[config.mk]
export PLATFORM = sky130hd
export DESIGN_NAME = nmea_gga_sentence_capture_flat
export DESIGN_NICKNAME = d
export VERILOG_FILES = /design/src/ngga_pkg.sv /design/src/ngga_if.sv /design/src/nmea_gga_sentence_capture.sv /design/src/ngga_seq.sv /design/src/flat_wrapper.sv
export VERILOG_INCLUDE_DIRS = /design/src /design/src/src
export SDC_FILE = /design/constraint.sdc
export NUM_CORES = 1
export LEC_CHECK = 0
export ABC_AREA = 1
export BUFFER_PORTS_ARGS = -buffer_cell sky130_fd_sc_hd__buf_2
export CORE_UTILIZATION = 56
export DETAILED_ROUTE_END_ITERATION = 6
export PLACE_DENSITY = 0.73
export SLEW_MARGIN = 20
export SYNTH_ARGS = -nofsm -noshare
export SYNTH_HDL_FRONTEND = slang
export SYNTH_SLANG_ARGS = --single-unit
export TNS_END_PERCENT = 30
[constraint.sdc]
create_clock -name clk -period 3.9 [get_ports clk]
set_input_delay 0.39 -clock clk [delete_from_list [all_inputs] [get_ports clk]]
set_output_delay 0.39 -clock clk [all_outputs]
set_load 0.01 [all_outputs]
[src/assert_macros.svh]
// Assertion macros shared by the RTL of the GGA sentence capture block.
// No dependencies; the bodies are empty when SYNTHESIS is defined.
`ifndef ASSERT_MACROS_SVH
`define ASSERT_MACROS_SVH
`ifndef SYNTHESIS
`define ASSERT_ALWAYS(lbl, clk, rst_n, expr) \
	lbl: assert property (@(posedge clk) disable iff (!(rst_n)) (expr)) \
		else $error("assertion failed");
`define ASSERT_IMPLY(lbl, clk, rst_n, ante, cons) \
	lbl: assert property (@(posedge clk) disable iff (!(rst_n)) (ante) |-> (cons)) \
		else $error("assertion failed");
`define ASSERT_NEXT(lbl, clk, rst_n, ante, cons) \
	lbl: assert property (@(posedge clk) disable iff (!(rst_n)) (ante) |=> (cons)) \
		else $error("assertion failed");
`else
`define ASSERT_ALWAYS(lbl, clk, rst_n, expr)
`define ASSERT_IMPLY(lbl, clk, rst_n, ante, cons)
`define ASSERT_NEXT(lbl, clk, rst_n, ante, cons)
`endif
`endif

[src/ngga_pkg.sv]
// Package for the GGA sentence capture block: constants, types and the
// microcode ROM contents. No dependencies.
package ngga_pkg;

	localparam int BUF_DEPTH = 64;
	localparam int BUF_AW    = $clog2(BUF_DEPTH);
	localparam int IDX_W     = BUF_AW + 1;

	localparam logic [7:0] CH_DOLLAR = 8'h24;
	localparam logic [7:0] CH_G      = 8'h47;
	localparam logic [7:0] CH_P      = 8'h50;
	localparam logic [7:0] CH_A      = 8'h41;
	localparam logic [7:0] CH_COMMA  = 8'h2C;
	localparam logic [7:0] CH_DOT    = 8'h2E;
	localparam logic [7:0] CH_STAR   = 8'h2A;

	typedef enum logic [3:0] {
		ST_INIT    = 4'd0,
		ST_HUNT    = 4'd1,
		ST_G1      = 4'd2,
		ST_P       = 4'd3,
		ST_G2      = 4'd4,
		ST_G3      = 4'd5,
		ST_A       = 4'd6,
		ST_COMMA   = 4'd7,
		ST_CAPTURE = 4'd8,
		ST_WAIT    = 4'd9
	} parse_st_t;

	typedef enum logic [3:0] {
		S_IDLE     = 4'd0,
		S_DISPATCH = 4'd1,
		S_PARSE    = 4'd2,
		S_CLEAR    = 4'd3,
		S_STATUS   = 4'd4,
		S_BACK     = 4'd5,
		S_RD_ADDR  = 4'd6,
		S_RD_EMIT  = 4'd7,
		S_RD_NEXT  = 4'd8,
		S_RD_DONE  = 4'd9
	} step_t;

	typedef enum logic [2:0] {
		C_NEVER     = 3'd0,
		C_ALWAYS    = 3'd1,
		C_NO_ACCEPT = 3'd2,
		C_CMD_RD    = 3'd3,
		C_NO_CLEAR  = 3'd4,
		C_CNT_MORE  = 3'd5,
		C_OUT_BUSY  = 3'd6
	} cond_t;

	// one microcode word: datapath strobes, then branch condition and target
	typedef struct packed {
		logic  in_rdy;
		logic  parse_en;
		logic  clr_wr;
		logic  rd_issue;
		logic  emit_status;
		logic  emit_rd;
		logic  cnt_inc;
		logic  set_read;
		cond_t cond;
		step_t target;
	} uword_t;

	typedef struct packed {
		logic no_accept;
		logic cmd_rd;
		logic no_clear;
		logic cnt_more;
		logic out_busy;
	} cond_flags_t;

	function automatic logic char_ok(input logic [7:0] c);
		logic ok;
		ok = ((c >= 8'h41) && (c <= 8'h5A)) || ((c >= 8'h61) && (c <= 8'h7A)) ||
			((c >= 8'h30) && (c <= 8'h39)) || (c == CH_COMMA) ||
			(c == CH_DOLLAR) || (c == CH_DOT) || (c == CH_STAR);
		return ok;
	endfunction

	// Branch: jump to target when cond holds, else fall through to step + 1.
	function automatic uword_t ucode_rom(input step_t s);
		uword_t w;
		w = '0;
		w.cond = C_ALWAYS;
		w.target = S_IDLE;
		unique case (s)
			S_IDLE: begin
				w.in_rdy = 1'b1;
				w.cond = C_NO_ACCEPT;
				w.target = S_IDLE;
			end
			S_DISPATCH: begin
				w.cond = C_CMD_RD;
				w.target = S_RD_ADDR;
			end
			S_PARSE: begin
				w.parse_en = 1'b1;
				w.cond = C_NO_CLEAR;
				w.target = S_STATUS;
			end
			S_CLEAR: begin
				w.clr_wr = 1'b1;
				w.cnt_inc = 1'b1;
				w.cond = C_CNT_MORE;
				w.target = S_CLEAR;
			end
			S_STATUS: begin
				w.emit_status = 1'b1;
				w.cond = C_OUT_BUSY;
				w.target = S_STATUS;
			end
			S_BACK: begin
				w.cond = C_ALWAYS;
				w.target = S_IDLE;
			end
			S_RD_ADDR: begin
				w.rd_issue = 1'b1;
				w.cond = C_NEVER;
				w.target = S_IDLE;
			end
			S_RD_EMIT: begin
				w.emit_rd = 1'b1;
				w.cond = C_OUT_BUSY;
				w.target = S_RD_EMIT;
			end
			S_RD_NEXT: begin
				w.cnt_inc = 1'b1;
				w.cond = C_CNT_MORE;
				w.target = S_RD_ADDR;
			end
			S_RD_DONE: begin
				w.set_read = 1'b1;
				w.cond = C_ALWAYS;
				w.target = S_IDLE;
			end
			default: begin
				w.cond = C_ALWAYS;
				w.target = S_IDLE;
			end
		endcase
		return w;
	endfunction

endpackage

[src/ngga_if.sv]
// Channel interfaces of the GGA sentence capture block: request, result
// and register write. No dependencies.
interface ngga_req_if;
	logic       valid;
	logic       ready;
	logic       cmd;
	logic [7:0] rx_byte;
	modport source (output valid, cmd, rx_byte, input ready);
	modport sink (input valid, cmd, rx_byte, output ready);
endinterface

interface ngga_rsp_if;
	logic       valid;
	logic       ready;
	logic       is_readout;
	logic [7:0] out_byte;
	logic       last;
	logic       good_data;
	modport source (output valid, is_readout, out_byte, last, good_data, input ready);
	modport sink (input valid, is_readout, out_byte, last, good_data, output ready);
endinterface

interface ngga_cfg_if;
	logic valid;
	logic ready;
	logic rx_enable;
	modport source (output valid, rx_enable, input ready);
	modport sink (input valid, rx_enable, output ready);
endinterface

[src/nmea_gga_sentence_capture.sv]
// Received byte: one status result after acceptance; a byte that triggers
// a buffer clear first sweeps all 64 entries, one entry per cycle.
// Readout: 64 results, each through address, load and advance steps on the
// single read port of the sentence memory; a busy output holds the steps.
// One item at a time. Async reset (arst_n low) clears control and the
// entry valid bits; unwritten entries read as zero, rx_enable resets to 0.
module nmea_gga_sentence_capture
	import ngga_pkg::*;
(
	input logic         clk,
	input logic         arst_n,
	ngga_req_if.sink    req,
	ngga_rsp_if.source  rsp,
	ngga_cfg_if.sink    cfg
);
`include "assert_macros.svh"

	// sequencer
	uword_t      ctl;
	cond_flags_t flags;

	// latched request
	logic       cmd_q;
	logic [7:0] byte_q;

	// register and parse state
	logic             rx_en_q;
	parse_st_t        pstate_q;
	parse_st_t        pstate_d;
	logic [IDX_W-1:0] widx_q;
	logic             good_q;
	logic             read_q;

	// sweep counter, shared by the clear pass and the readout
	logic [BUF_AW-1:0] cnt_q;
	logic              cnt_more;

	// sentence memory, with a valid bit per entry for the all-zero reset value
	logic [7:0]           sent_mem [BUF_DEPTH];
	logic [BUF_DEPTH-1:0] ent_vld_q;
	logic [7:0]           rd_data_q;
	logic                 rd_vld_q;
	logic                 mem_we;
	logic [BUF_AW-1:0]    mem_addr;
	logic [7:0]           mem_wdata;

	// parse actions
	logic take;
	logic clr_need;
	logic cap_wr;
	logic widx_zero;
	logic widx_inc;
	logic good_set;
	logic good_clr;
	logic read_clr;

	// output register
	logic       out_vld_q;
	logic       out_isrd_q;
	logic [7:0] out_byte_q;
	logic       out_last_q;
	logic       out_good_q;
	logic       out_free;
	logic       ld_status;
	logic       ld_rd;

	ngga_seq u_seq (
		.clk    (clk),
		.arst_n (arst_n),
		.flags  (flags),
		.ctl    (ctl)
	);

	assign req.ready = ctl.in_rdy;
	assign cfg.ready = 1'b1;

	assign out_free  = !out_vld_q || rsp.ready;
	assign ld_status = ctl.emit_status && out_free;
	assign ld_rd     = ctl.emit_rd && out_free;
	assign cnt_more  = (cnt_q != BUF_AW'(BUF_DEPTH - 1));

	always_comb begin
		flags.no_accept = !req.valid;
		flags.cmd_rd    = cmd_q;
		flags.no_clear  = !clr_need;
		flags.cnt_more  = cnt_more;
		flags.out_busy  = !out_free;
	end

	// a byte counts only when enabled and in the accepted character set
	assign take = rx_en_q && char_ok(byte_q);

	// header match / capture state machine: next state
	always_comb begin
		pstate_d = pstate_q;
		if (take) begin
			unique case (pstate_q)
				ST_INIT:    pstate_d = ST_HUNT;
				ST_HUNT:    pstate_d = (byte_q == CH_DOLLAR) ? ST_G1 : ST_HUNT;
				ST_G1:      pstate_d = (byte_q == CH_G) ? ST_P : ST_HUNT;
				ST_P:       pstate_d = (byte_q == CH_P) ? ST_G2 : ST_HUNT;
				ST_G2:      pstate_d = (byte_q == CH_G) ? ST_G3 : ST_HUNT;
				ST_G3:      pstate_d = (byte_q == CH_G) ? ST_A : ST_HUNT;
				ST_A:       pstate_d = (byte_q == CH_A) ? ST_COMMA : ST_HUNT;
				ST_COMMA:   pstate_d = (byte_q == CH_COMMA) ? ST_CAPTURE : ST_HUNT;
				ST_CAPTURE: pstate_d = (byte_q == CH_DOLLAR) ? ST_WAIT : ST_CAPTURE;
				ST_WAIT:    pstate_d = read_q ? ST_HUNT : ST_WAIT;
				default:    pstate_d = ST_HUNT;
			endcase
		end
	end

	// header match / capture state machine: actions
	always_comb begin
		clr_need  = 1'b0;
		cap_wr    = 1'b0;
		widx_zero = 1'b0;
		widx_inc  = 1'b0;
		good_set  = 1'b0;
		good_clr  = 1'b0;
		read_clr  = 1'b0;
		if (take) begin
			unique case (pstate_q)
				ST_INIT: begin
					clr_need  = 1'b1;
					read_clr  = 1'b1;
					widx_zero = 1'b1;
				end
				ST_HUNT: begin
				end
				ST_G1: read_clr = (byte_q != CH_G);
				ST_P:  read_clr = (byte_q != CH_P);
				ST_G2: read_clr = (byte_q != CH_G);
				ST_G3: read_clr = (byte_q != CH_G);
				ST_A: begin
					clr_need = (byte_q == CH_A);
					read_clr = (byte_q != CH_A);
				end
				ST_COMMA: begin
					widx_zero = (byte_q == CH_COMMA);
					read_clr  = (byte_q != CH_COMMA);
				end
				ST_CAPTURE: begin
					// past the end of the buffer bytes are dropped, index saturates
					cap_wr   = (widx_q < IDX_W'(BUF_DEPTH));
					widx_inc = cap_wr;
					good_set = (byte_q == CH_DOLLAR);
				end
				ST_WAIT: begin
					good_clr = read_q;
					read_clr = read_q;
					clr_need = read_q;
				end
				default: read_clr = 1'b1;
			endcase
		end
	end

	always_ff @(posedge clk or negedge arst_n) begin
		if (!arst_n) begin
			rx_en_q  <= 1'b0;
			pstate_q <= ST_INIT;
			widx_q   <= '0;
			good_q   <= 1'b1;
			read_q   <= 1'b0;
			cnt_q    <= '0;
		end else begin
			if (cfg.valid) begin
				rx_en_q <= cfg.rx_enable;
			end
			if (ctl.parse_en) begin
				pstate_q <= pstate_d;
				if (widx_zero) begin
					widx_q <= '0;
				end else if (widx_inc) begin
					widx_q <= widx_q + IDX_W'(1);
				end
				if (good_set) begin
					good_q <= 1'b1;
				end else if (good_clr) begin
					good_q <= 1'b0;
				end
				if (read_clr) begin
					read_q <= 1'b0;
				end
			end
			if (ctl.set_read) begin
				read_q <= 1'b1;
			end
			// wraps back to zero at the end of every sweep
			if (ctl.cnt_inc) begin
				cnt_q <= cnt_q + BUF_AW'(1);
			end
		end
	end

	always_ff @(posedge clk) begin
		if (req.valid && req.ready) begin
			cmd_q  <= req.cmd;
			byte_q <= req.rx_byte;
		end
	end

	// single write port: clear sweep or captured byte
	assign mem_we    = ctl.clr_wr || (ctl.parse_en && cap_wr);
	assign mem_addr  = ctl.clr_wr ? cnt_q : widx_q[BUF_AW-1:0];
	assign mem_wdata = ctl.clr_wr ? CH_DOLLAR : byte_q;

	always_ff @(posedge clk) begin
		if (mem_we) begin
			sent_mem[mem_addr] <= mem_wdata;
		end
		if (ctl.rd_issue) begin
			rd_data_q <= sent_mem[cnt_q];
		end
	end

	always_ff @(posedge clk or negedge arst_n) begin
		if (!arst_n) begin
			ent_vld_q <= '0;
			rd_vld_q  <= 1'b0;
		end else begin
			if (mem_we) begin
				ent_vld_q[mem_addr] <= 1'b1;
			end
			if (ctl.rd_issue) begin
				rd_vld_q <= ent_vld_q[cnt_q];
			end
		end
	end

	// result register: parts the sequencer from the consumer
	always_ff @(posedge clk or negedge arst_n) begin
		if (!arst_n) begin
			out_vld_q <= 1'b0;
		end else if (ld_status || ld_rd) begin
			out_vld_q <= 1'b1;
		end else if (rsp.ready) begin
			out_vld_q <= 1'b0;
		end
	end

	always_ff @(posedge clk) begin
		if (ld_status) begin
			out_isrd_q <= 1'b0;
			out_byte_q <= '0;
			out_last_q <= 1'b1;
			out_good_q <= good_q;
		end else if (ld_rd) begin
			out_isrd_q <= 1'b1;
			out_byte_q <= rd_vld_q ? rd_data_q : 8'h00;
			out_last_q <= !cnt_more;
			out_good_q <= good_q;
		end
	end

	assign rsp.valid      = out_vld_q;
	assign rsp.is_readout = out_isrd_q;
	assign rsp.out_byte   = out_byte_q;
	assign rsp.last       = out_last_q;
	assign rsp.good_data  = out_good_q;

	`ASSERT_IMPLY(a_idle_cnt_zero, clk, arst_n, req.ready, cnt_q == '0)
	`ASSERT_ALWAYS(a_widx_bound, clk, arst_n, widx_q <= IDX_W'(BUF_DEPTH))
	`ASSERT_IMPLY(a_good_fall, clk, arst_n, $fell(good_q), $past(pstate_q) == ST_WAIT)
	`ASSERT_IMPLY(a_read_after_last, clk, arst_n, ctl.set_read, out_last_q && out_isrd_q)

endmodule

[src/ngga_seq.sv]
// Microcode sequencer: step counter, control ROM and branch evaluation.
// Depends on ngga_pkg.
module ngga_seq
	import ngga_pkg::*;
(
	input  logic        clk,
	input  logic        arst_n,
	input  cond_flags_t flags,
	output uword_t      ctl
);

	step_t step_q;
	step_t step_d;
	logic  take;

	always_comb begin
		case (ctl.cond)
			C_NEVER:     take = 1'b0;
			C_ALWAYS:    take = 1'b1;
			C_NO_ACCEPT: take = flags.no_accept;
			C_CMD_RD:    take = flags.cmd_rd;
			C_NO_CLEAR:  take = flags.no_clear;
			C_CNT_MORE:  take = flags.cnt_more;
			C_OUT_BUSY:  take = flags.out_busy;
			default:     take = 1'b1;
		endcase
	end

	// next step
	always_comb begin
		step_d = take ? ctl.target : step_t'(step_q + 4'd1);
	end

	// control word of the current step
	always_comb begin
		ctl = ucode_rom(step_q);
	end

	always_ff @(posedge clk or negedge arst_n) begin
		if (!arst_n) begin
			step_q <= S_IDLE;
		end else begin
			step_q <= step_d;
		end
	end

endmodule

[src/flat_wrapper.sv]
// flat-port wrapper written by rule: the top's interface ports become plain ports
module nmea_gga_sentence_capture_flat import ngga_pkg::*;
  (clk, arst_n, req_valid, req_cmd, req_rx_byte, req_ready, rsp_valid, rsp_is_readout, rsp_out_byte, rsp_last, rsp_good_data, rsp_ready, cfg_valid, cfg_rx_enable, cfg_ready);
  ngga_req_if req_i ();
  ngga_rsp_if rsp_i ();
  ngga_cfg_if cfg_i ();
  input logic clk;
  input logic arst_n;
  input wire logic [$bits(req_i.valid)-1:0] req_valid;
  input wire logic [$bits(req_i.cmd)-1:0] req_cmd;
  input wire logic [$bits(req_i.rx_byte)-1:0] req_rx_byte;
  output wire logic [$bits(req_i.ready)-1:0] req_ready;
  output wire logic [$bits(rsp_i.valid)-1:0] rsp_valid;
  output wire logic [$bits(rsp_i.is_readout)-1:0] rsp_is_readout;
  output wire logic [$bits(rsp_i.out_byte)-1:0] rsp_out_byte;
  output wire logic [$bits(rsp_i.last)-1:0] rsp_last;
  output wire logic [$bits(rsp_i.good_data)-1:0] rsp_good_data;
  input wire logic [$bits(rsp_i.ready)-1:0] rsp_ready;
  input wire logic [$bits(cfg_i.valid)-1:0] cfg_valid;
  input wire logic [$bits(cfg_i.rx_enable)-1:0] cfg_rx_enable;
  output wire logic [$bits(cfg_i.ready)-1:0] cfg_ready;
  assign req_i.valid = req_valid;
  assign req_i.cmd = req_cmd;
  assign req_i.rx_byte = req_rx_byte;
  assign req_ready = req_i.ready;
  assign rsp_valid = rsp_i.valid;
  assign rsp_is_readout = rsp_i.is_readout;
  assign rsp_out_byte = rsp_i.out_byte;
  assign rsp_last = rsp_i.last;
  assign rsp_good_data = rsp_i.good_data;
  assign rsp_i.ready = rsp_ready;
  assign cfg_i.valid = cfg_valid;
  assign cfg_i.rx_enable = cfg_rx_enable;
  assign cfg_ready = cfg_i.ready;
  nmea_gga_sentence_capture u_core (.clk(clk), .arst_n(arst_n), .req(req_i), .rsp(rsp_i), .cfg(cfg_i));
endmodule
# After elaboration in Yosys (flattened, before gate mapping)
# Memory sizes are Yosys's and may differ from the RTL's. A register that Yosys moved wholly into a read port is not among the register bits.
# Cells that the tools add are included.
totals:
  regBits: 110
  latch_bits: 0
  ram_bits: 512
  rom_bits: 0
  in_bits: 15
  output_inout_bits: 14
  wordCells: 157
  mem_count: 1
memory_table:
  columns: ["memory", "words", "word_bits", "read_ports", "rd_ports_with_merged_regs", "wr", "line", "source"]
  rows:
  - ["u_core.sent_mem", 64, 8, 1, 1, 1, "nmea_gga_sentence_capture.sv:39", "logic [7:0] sent_mem [BUF_DEPTH];"]
op_classes:
  addsub: 3
  mul: 0
  n_div: 0
  magnitude_cmp: 10
  eq_ne: 34
  shift: 0
  mux: 53
  bitwise: 1
  reduce_logical: 39
ops:
  columns: ["op", "count"]
  rows:
  - ["$or A64 B64 Y64", 1]
  - ["$pmux W7 S8", 1]
  - ["$pmux W4 S9", 1]
  - ["$eq A8 B6 Y1 const B", 4]
  - ["$mux W1", 31]
  - ["$eq A4 B3 Y1 const B", 7]
  - ["$eq A8 B7 Y1 const B", 3]
  - ["$ne A8 B7 Y1 const B", 3]
  - ["$eq A4 B2 Y1 const B", 4]
  - ["$eq A4 B4 Y1 const B", 4]
  - ["$ge A8 B7 Y1 const B", 2]
  - ["$le A8 B7 Y1 const B", 2]
  - ["$mux W8", 2]
  - ["$lt A6 B7 Y1 const B", 2]
  - ["$mux W7", 2]
  - ["$mux W3", 4]
  - ["$mux W4", 3]
  - ["$pmux W1 S6", 2]
  - ["$reduce_bool A2 Y1", 6]
  - ["$eq A3 B3 Y1 const B", 3]
  - ["$logic_and A1 B1 Y1", 9]
  - ["$logic_or A1 B1 Y1", 9]
  - ["$eq A4 B1 Y1 const B", 2]
  - ["$ge A8 B6 Y1 const B", 1]
  - ["21 further kinds", 32]

# Depth between registers and ports, before layout
# Gate-level depths: netlist of the first run.
depth:
  word_depth: 14
  mapped_depth: 16
  depth_no_buf: 16

# Modules after synthesis
# A second synthesis of the first run with hierarchy kept.
hier_totals:
  cells_unflattened: 2538
  hier_area_um2: 27102.2
by_module_without_submodules:
  columns: ["mod", "n_inst", "cells_per_inst", "area_each_um2", "seq_area_each_um2"]
  rows:
  - ["nmea_gga_sentence_capture", 1, 2456, 26536.7, 18268.8]
  - ["ngga_seq", 1, 82, 565.5, 100.1]

# Worst setup path after synthesis of the first run
# No wires, ideal clock.
synth_path:
  path_kind: "register -> register"
  start: "reg u_core.u_seq.step_q[0]"
  end: "mem u_core.sent_mem[0][0] (data pin)"
  setup_time_ns: 0.499
  arrival_time_ns: 2.377
  required_ns: 3.401
  setup_slack_ns: 1.024
  path_stages_with_launch: 5
  n_path_buf: 0
  period_less_slack_ns: 2.876
  path_cell_list: "dfrtp_1 > ha_1 > nand2_4 > inv_2 > nor2_1"
synth_via:
  elab_chain_cells: 3
synth_lines:
  columns: ["item", "line", "source"]
  rows:
  - ["from (decl)", "ngga_seq.sv:12", "step_t step_q;"]
  - ["from (signal assigned)", "ngga_seq.sv:43", "step_q <= step_d;"]
  - ["$eq A4 B2 Y1", "ngga_pkg.sv:89", "unique case (s)"]
  - ["$mux W1", "ngga_pkg.sv:89", null]
  - ["$mux W8", "nmea_gga_sentence_capture.sv:207", "assign mem_wdata = ctl.clr_wr ? CH_DOLLAR : byte_q;"]
  - ["named net u_core.mem_wdata[0]", "nmea_gga_sentence_capture.sv:45", "logic [7:0] mem_wdata;"]
  - ["to (decl)", "nmea_gga_sentence_capture.sv:39", null]
# The timed path passes the listed nets, and every way through them passes these cells.

# Final worst setup path of the first run
layout_path:
  start: "reg u_core.u_seq.step_q[0]"
  end: "mem u_core.sent_mem[21][0] (enable)"
layout_via:
  elab_chain_cells: 6
  elab_cells_between_ends: 9
  cone_classes: "eq/ne (2); mux (5); reduce/logical (2)"
layout_lines:
  columns: ["item", "line", "source"]
  rows:
  - ["$eq A4 B2 Y1", "ngga_pkg.sv:89", null]
  - ["$mux W1", "ngga_pkg.sv:89", null]
  - ["$logic_and A1 B1 Y1", "nmea_gga_sentence_capture.sv:205", "assign mem_we = ctl.clr_wr || (ctl.parse_en && cap_wr);"]
  - ["$logic_or A1 B1 Y1", "nmea_gga_sentence_capture.sv:205", null]
  - ["$mux W1", "nmea_gga_sentence_capture.sv:210", "if (mem_we) begin"]
  - ["$mux W1 (not written as such)", "nmea_gga_sentence_capture.sv:211", "sent_mem[mem_addr] <= mem_wdata;"]
# Several ways; a longest one is shown, not always the timed one.

==> results.yml, run 1 <==
routing:
  routed_wl_um: 70500
  drt_pass1_iterations: 6
  first_iter_violations: 2593
  wire_per_inst_um: 22.1
  num_vias: 19523
  drc: 0
  post_drt_via_cell_ratio: 6.10
  postRouteAntennaNets: 0
worst_setup_path:
  endpoint_kind: "flop"
  cp_max_fo: 22
  reg2reg_depth: 11
  r2r_slack_ns: 0.48
  worstSetupStartpoint: "u_core.u_seq.step_q[0]"
  critPathCapture: "u_core.sent_mem[21][0]"
  r2r_start: "u_core.u_seq.step_q[0]"
  cp_data_required_time_ns: 4.16
  start_kind: "flop"
  crit_type: "reg2reg"
  rr_endpoint: "u_core.sent_mem[21][0]"
  worstPathArrival_ns: 3.69
min_path:
  hold_path.class: "in2reg"
  min_delay_path_depth: 3
synth:
  syn_nets: 2545
  yosys_warnings: 0
  avgSynthCellArea_sq_um: 10.7
  netlist_instances: 2524
  synth-main-ff-cell: "edfxtp_1"
  synth_cell_type_count: 41
  ys_seq_elements: 630
  ys_seq_area_share_pct: 68.0
  async_reset_ff_share_pct: 14.3
  syn_area_sq_um: 27000
  synth_edf_count: 530
layout:
  utilization_pct: 63.3
  synthToLayoutAreaGrowth_pct: 11.8
  fillers: 3683
  fin_nets: 2550
  drive_above_1_share_pct: 8.87
  mostFrequentLayoutCell: "edfxtp_1"
  final_cell_mix: "edfxtp_1 (530), nand2_1 (452), nor2_1 (402), o21ai_0 (313), o22ai_1 (126)"
  design_area_sq_um: 30200
timing:
  finalWorstSetupSlack_ns: 0.475
  worstMarginPinSlew_ns: 1.15
  hold_viol_final: 0
  post-route-min-period_ns: 3.42
  fmax_mhz: 292
  tns_ns: 0
  fin_skew_ns: 0.0185
  setup_viol: 0
  max-slew-margin-rel_pct: 23.0
  rsz0062_at_grt: "no"
  finalCritPeriodShare_pct: 87.8
  slew_violations: 0
pwr:
  peakVddDrop_uv: 357
  combPwrFrac_pct: 30.7
  p_seq_share_pct: 39.0
  powerDensity_nw_per_um2: 701
  p_sw_w: 0.00758
  swShare_pct: 35.8
  pwr-share-clk_pct: 30.4
  p_leak_nw: 11.3
  internal_power_w: 0.0136
clock_network:
  root_buffer: "clkbuf_16"
  clk_pin_slew_ns: 0.06
  clock_sinks: 630
  cts_tree: "done"
  clk_latency_ns: 0.64
  cts_resized: 0
  postCtsSetupBuffers: 0
  h-tree-depth: 2
  numCtsBuffers: 61
  clock_path_buffers: 3
floorplan:
  die_w_um: 222
  die_h_um: 222
  initial_core_util_pct: 56.7
  io_pins: 29
  core_sq_um: 47600
  row_count: 80
  die_area_sq_um: 49100
placed_design:
  pre_cts_slack_ns: 0.534
  gp_congestion: 0.959
  place.detailed.hpwl_um: 42600
  numPortBuffers: 27
  placed_area_sq_um: 27800
global_route:
  grt_pass1_vias: 18658
  grt_overflow_total: 0
  grt_usage_pct: 28.7
  grt_max_degree: 105
  antenna_found_initial: 1
  grt_pass1_wl_um: 108000
run:
  maxCapViolations: 0
outcome:
  outcome: "complete, no violations"
[worst min path at each step]
| stage | from | to | slack (ns) |
|---|---|---|---|
| after floorplan | arst_n | u_core.cnt_q[0] | 0.09 |
| after detailed placement | u_core.ent_vld_q[36] | u_core.ent_vld_q[36] | 0.44 |
| final | req_valid | u_core.byte_q[1] | 0.36 |
| after global routing | req_valid | u_core.byte_q[2] | 0.39 |
| after CTS | req_valid | u_core.byte_q[1] | 0.35 |
| after global placement | u_core.ent_vld_q[16] | u_core.ent_vld_q[16] | 0.43 |
[area by class of cell]
cell class,instances,area (sq um),share of cell area (%)
flip-flops and latches,630,18400,60.9
repair buffers,88,778,2.58
multi-input cells,1609,7530,25.0
diodes,1,2.50,0.00829
clock inverters,41,523,1.73
clock buffers,75,1670,5.54
well taps,615,769,2.55
inverters,139,528,1.75
[worst max-delay path, cell delays in order (launching register included)]
cell and delay, ns:
dfrtp_1 0.41, ha_1 0.29, nand2_4 0.32, inv_2 0.22, or2_1 0.29, o21ai_2 0.16, inv_2 0.12, nor2_4 0.12
nand2_2 0.15, inv_2 0.09, nand2_2 0.23, nor2_1 0.64
[cell usage after synthesis, types with 9 or more instances]
| master | number | area, sq um |
|---|---|---|
| clkbuf_1 | 70 | 263 |
| nand4_1 | 10 | 62.6 |
| edfxtp_1 | 530 | 15900 |
| inv_2 | 15 | 56.3 |
| dfrtp_1 | 89 | 2230 |
| a21oi_1 | 62 | 310 |
| o22ai_1 | 126 | 788 |
| o21ai_0 | 313 | 1570 |
| inv_1 | 120 | 450 |
| xor2_1 | 12 | 105 |
| nand2_1 | 454 | 1700 |
| o21bai_1 | 35 | 263 |
| buf_2 | 57 | 285 |
| nand3_1 | 122 | 611 |
| nor2_1 | 408 | 1530 |
| o211ai_1 | 9 | 67.6 |
| nand2_2 | 12 | 75.1 |
| dfxtp_1 | 10 | 200 |
| buf_1 | 15 | 56.3 |
[layer usage]
layer	GRT usage (%)	vias up	wire (um)
li1	-	8796	-
met1	40.7	9430	28700
met2	44.9	1130	32500
met3	5.16	167	6990
met4	9.99	0	2320
met5	0	-	0
[per-stage QoR]
step / total power (W) / std cells / hold WS [ns]
3_5_place_dp: 0.0147 / 3068 / 0.436
2_1_floorplan: 0.0124 / 2524 / 0.0944
3_3_place_gp: 0.0146 / 3068 / 0.432
5_1_grt: 0.0220 / 3197 / 0.394
4_1_cts: 0.0211 / 3197 / 0.354
6_report: 0.0212 / 3198 / 0.363
[repair_timing]
item,CTS,global route
endpoints found under the hold margin,68,0
setup endpoints to repair,0,0
hold buffers,13,0
[power groups by stage]
stage / Combinational, W / Sequential (W) / Clock [W]
detailed placement: 0.00633 / 0.00838 / 0
global route: 0.00704 / 0.00827 / 0.00673
finish: 0.00649 / 0.00824 / 0.00642
floorplan: 0.00416 / 0.00826 / 0
CTS: 0.00638 / 0.00824 / 0.00647
global placement: 0.00623 / 0.00837 / 0
[cells by family after synthesis]
| kind of cell | after synthesis | synth area share, % |
|---|---|---|
| AO/OA/AOI/OAI | 563 | 11.6 |
| buffers and inverters | 285 | 4.29 |
| other | 1 | 0.0139 |
| adder cells (fa/ha/maj) | 6 | 0.278 |
| flip-flops | 630 | 68.0 |
| AND/OR/NAND/NOR | 1026 | 15.4 |
| XOR/XNOR | 12 | 0.389 |
| multiplexers | 1 | 0.0417 |
[registers in the layout (all words and copies together), names as in the netlist, 4 cells and up]
register,count
u_core.pstate_q,4
u_core.widx_q,7
u_core.rsp.out_byte,8
u_core.sent_mem,512
u_core.cnt_q,6
u_core.ent_vld_q,64
u_core.rd_data_q,8
u_core.byte_q,8
u_core.u_seq.step_q,4
Power figures use the tool's default switching activity.
==> run 2: changes to the inputs <==
--- a/config.mk
+++ b/config.mk
@@ -8,9 +8,9 @@
 export LEC_CHECK = 0
 export ABC_AREA = 1
 export BUFFER_PORTS_ARGS = -buffer_cell sky130_fd_sc_hd__buf_2
-export CORE_UTILIZATION = 56
+export CORE_UTILIZATION = 45
 export DETAILED_ROUTE_END_ITERATION = 6
-export PLACE_DENSITY = 0.73
+export PLACE_DENSITY = 0.61
 export SLEW_MARGIN = 20
 export SYNTH_ARGS = -nofsm -noshare
 export SYNTH_HDL_FRONTEND = slang
==> run 2 against run 1 <==
The flow now finishes with violations (design-rule violations). Non-clock buffer count is 22 higher. Worst setup slack better by 0.17 ns. Via count is 2.0% lower. Cell area is 0.89% higher. Clock skew is 0.012 ns higher. Utilization is 12 points lower. Combinational power is 1% lower. First-iteration DRC count is 16% lower. Register-to-register slack better by 0.17 ns. Sequential share of layout area is 0.54 points lower. Largest cell class unchanged.
==> results.yml, run 2 (synthesized netlist as in run 1, its figures left out) <==
outcome:
  outcome: "finished with violations"
  failed_checks: "design-rule violations"
placed_design:
  place.detailed.hpwl_um: 42700
  pre_cts_slack_ns: 0.641
  placed_area_sq_um: 28200
  gp_congestion: 0.896
  numPortBuffers: 27
routing:
  wire_per_inst_um: 21.2
  first_iter_violations: 2183
  drc: 10
  num_vias: 19124
  routed_wl_um: 71700
  postRouteAntennaNets: 0
  post_drt_via_cell_ratio: 5.65
  drt_pass1_iterations: 7
floorplan:
  die_area_sq_um: 61000
  die_w_um: 247
  row_count: 89
  core_sq_um: 59100
  initial_core_util_pct: 45.7
  io_pins: 29
  die_h_um: 247
layout:
  final_cell_mix: "edfxtp_1 (530), nand2_1 (452), nor2_1 (402), o21ai_0 (313), o22ai_1 (126)"
  synthToLayoutAreaGrowth_pct: 12.8
  utilization_pct: 51.5
  diodes: 0
  fillers: 5136
  drive_above_1_share_pct: 9.51
  fin_nets: 2578
  largest_reg_flops: 512
  largest_registers: "u_core.sent_mem (512), u_core.ent_vld_q (64)"
  design_area_sq_um: 30500
  mostFrequentLayoutCell: "edfxtp_1"
  largest-register: "u_core.sent_mem"
timing:
  post-route-min-period_ns: 3.25
  setup_viol: 0
  rsz0062_at_grt: "no"
  hold_viol_final: 0
  finalWorstSetupSlack_ns: 0.647
  slew_violations: 0
  hold_slack_ns: 0.0375
  worstMarginPinSlew_ns: 1.09
  finalCritPeriodShare_pct: 83.4
  fmax_mhz: 307
  max-slew-margin-rel_pct: 27.1
  tns_ns: 0
  fin_skew_ns: 0.0307
clock_network:
  clk_pin_slew_ns: 0.06
  clk_latency_ns: 0.61
  postCtsHoldBufs: 11
  clock_path_buffers: 3
  cts_tree: "done"
  numCtsBuffers: 67
  root_buffer: "clkbuf_16"
  h-tree-depth: 3
  cts_resized: 0
  postCtsSetupBuffers: 0
  clock_sinks: 630
global_route:
  grt_pass1_wl_um: 110000
  grt_overflow_total: 0
  antenna_found_initial: 1
  grt_max_degree: 122
  grt_usage_pct: 23.8
  grt_pass1_vias: 18446
worst_setup_path:
  critical-path-max-stage-delay_ns: 0.75
  cp_data_required_time_ns: 4.13
  endpoint_kind: "flop"
  slowest_stage: "nor2_1"
  path_buf_inv: 1
  crit_type: "reg2reg"
  cpMostUsedCell: "nor2_1"
  cp_max_fo: 39
  start_kind: "flop"
  worstPathArrival_ns: 3.48
  crit_chain: "ha_1 -> nand2_4 -> buf_4 -> o21ai_2 -> nor2_1 -> nand2_1 -> nor2_1"
  worst_path_dominant_cell_family: "simple AND/OR/NAND/NOR gates"
pwr:
  powerDensity_nw_per_um2: 690
  p_leak_nw: 11.4
  peakVddDrop_uv: 401
run:
  maxCapViolations: 0
min_path:
  hold_path.class: "in2reg"
## run 2: changes by cell type in the layout (fill, tap and decap cells not counted), moves of 2 or more
cell / before / now
buf_4: 37 / 65
clkbuf_1: 7 / 15
bufinv_16: 13 / 7
clkbuf_16: 63 / 69
buf_12: 12 / 8
clkbuf_8: 5 / 3
clkinv_1: 17 / 19
clkinv_2: 13 / 11
clkinvlp_4: 2 / 0
dlygate4sd3_1: 13 / 11
## run 2: per-stage QoR
stage | total power (W) | cells
global placement | 0.0147 | 3250
global route | 0.0220 | 3382
detailed placement | 0.0148 | 3250
finish | 0.0210 | 3382
floorplan | 0.0124 | 2524
CTS | 0.0211 | 3382
## run 2: layout make-up
| class | instances | area [sq um] | area share, % |
|---|---|---|---|
| Sequential cell | 630 | 18400 | 60.4 |
| Multi-Input combinational cell | 1609 | 7530 | 24.7 |
| Clock buffer | 87 | 1820 | 5.99 |
| Tap cell | 773 | 967 | 3.18 |
| Timing Repair Buffer | 110 | 888 | 2.92 |
| Inverter | 139 | 528 | 1.73 |
| Clock inverter | 34 | 334 | 1.10 |
## run 2: worst register-to-register path, cell delays in order, from the launching register on
cell and delay (ns):
dfrtp_1 0.42, ha_1 0.30, nand2_4 0.26, buf_4 0.50, o21ai_2 0.13, nor2_1 0.16
nand2_1 0.37, nor2_1 0.76
## run 2: where the power goes
| part | switching [W] | total [W] | leakage [nW] | internal, W |
|---|---|---|---|---|
| sequential | 0.000285 | 0.00829 | 6.08 | 0.00800 |
| clock | 0.00256 | 0.00632 | 1.06 | 0.00376 |
| combinational | 0.00475 | 0.00640 | 4.27 | 0.00166 |
| total | 0.00759 | 0.0210 | 11.4 | 0.0134 |
## run 2: per-layer routing
metal  vias up  GRT usage [%]  share of wire [%]
li1       8856              -                  -
met1      9400           33.6                 44
met2       761           38.0                 47
met3       105           3.58                7.3
met4         2           6.70                2.2
met5         -              0              0.027
## run 2: final timing paths
check                           cells after the start                     end  slack, ns                    from
worst max-delay path                                7  u_core.sent_mem[14][4]       0.65  u_core.u_seq.step_q[0]
worst min-delay path                                2          u_core.rx_en_q       0.04           cfg_rx_enable
worst max register to register                      7  u_core.sent_mem[14][4]       0.65  u_core.u_seq.step_q[0]
worst min register to register                      2    u_core.ent_vld_q[46]       0.45    u_core.ent_vld_q[46]
max in group asynchronous                           3     u_core.ent_vld_q[6]       2.76                  arst_n
min in group asynchronous                           2      u_core.pstate_q[1]       0.30                  arst_n
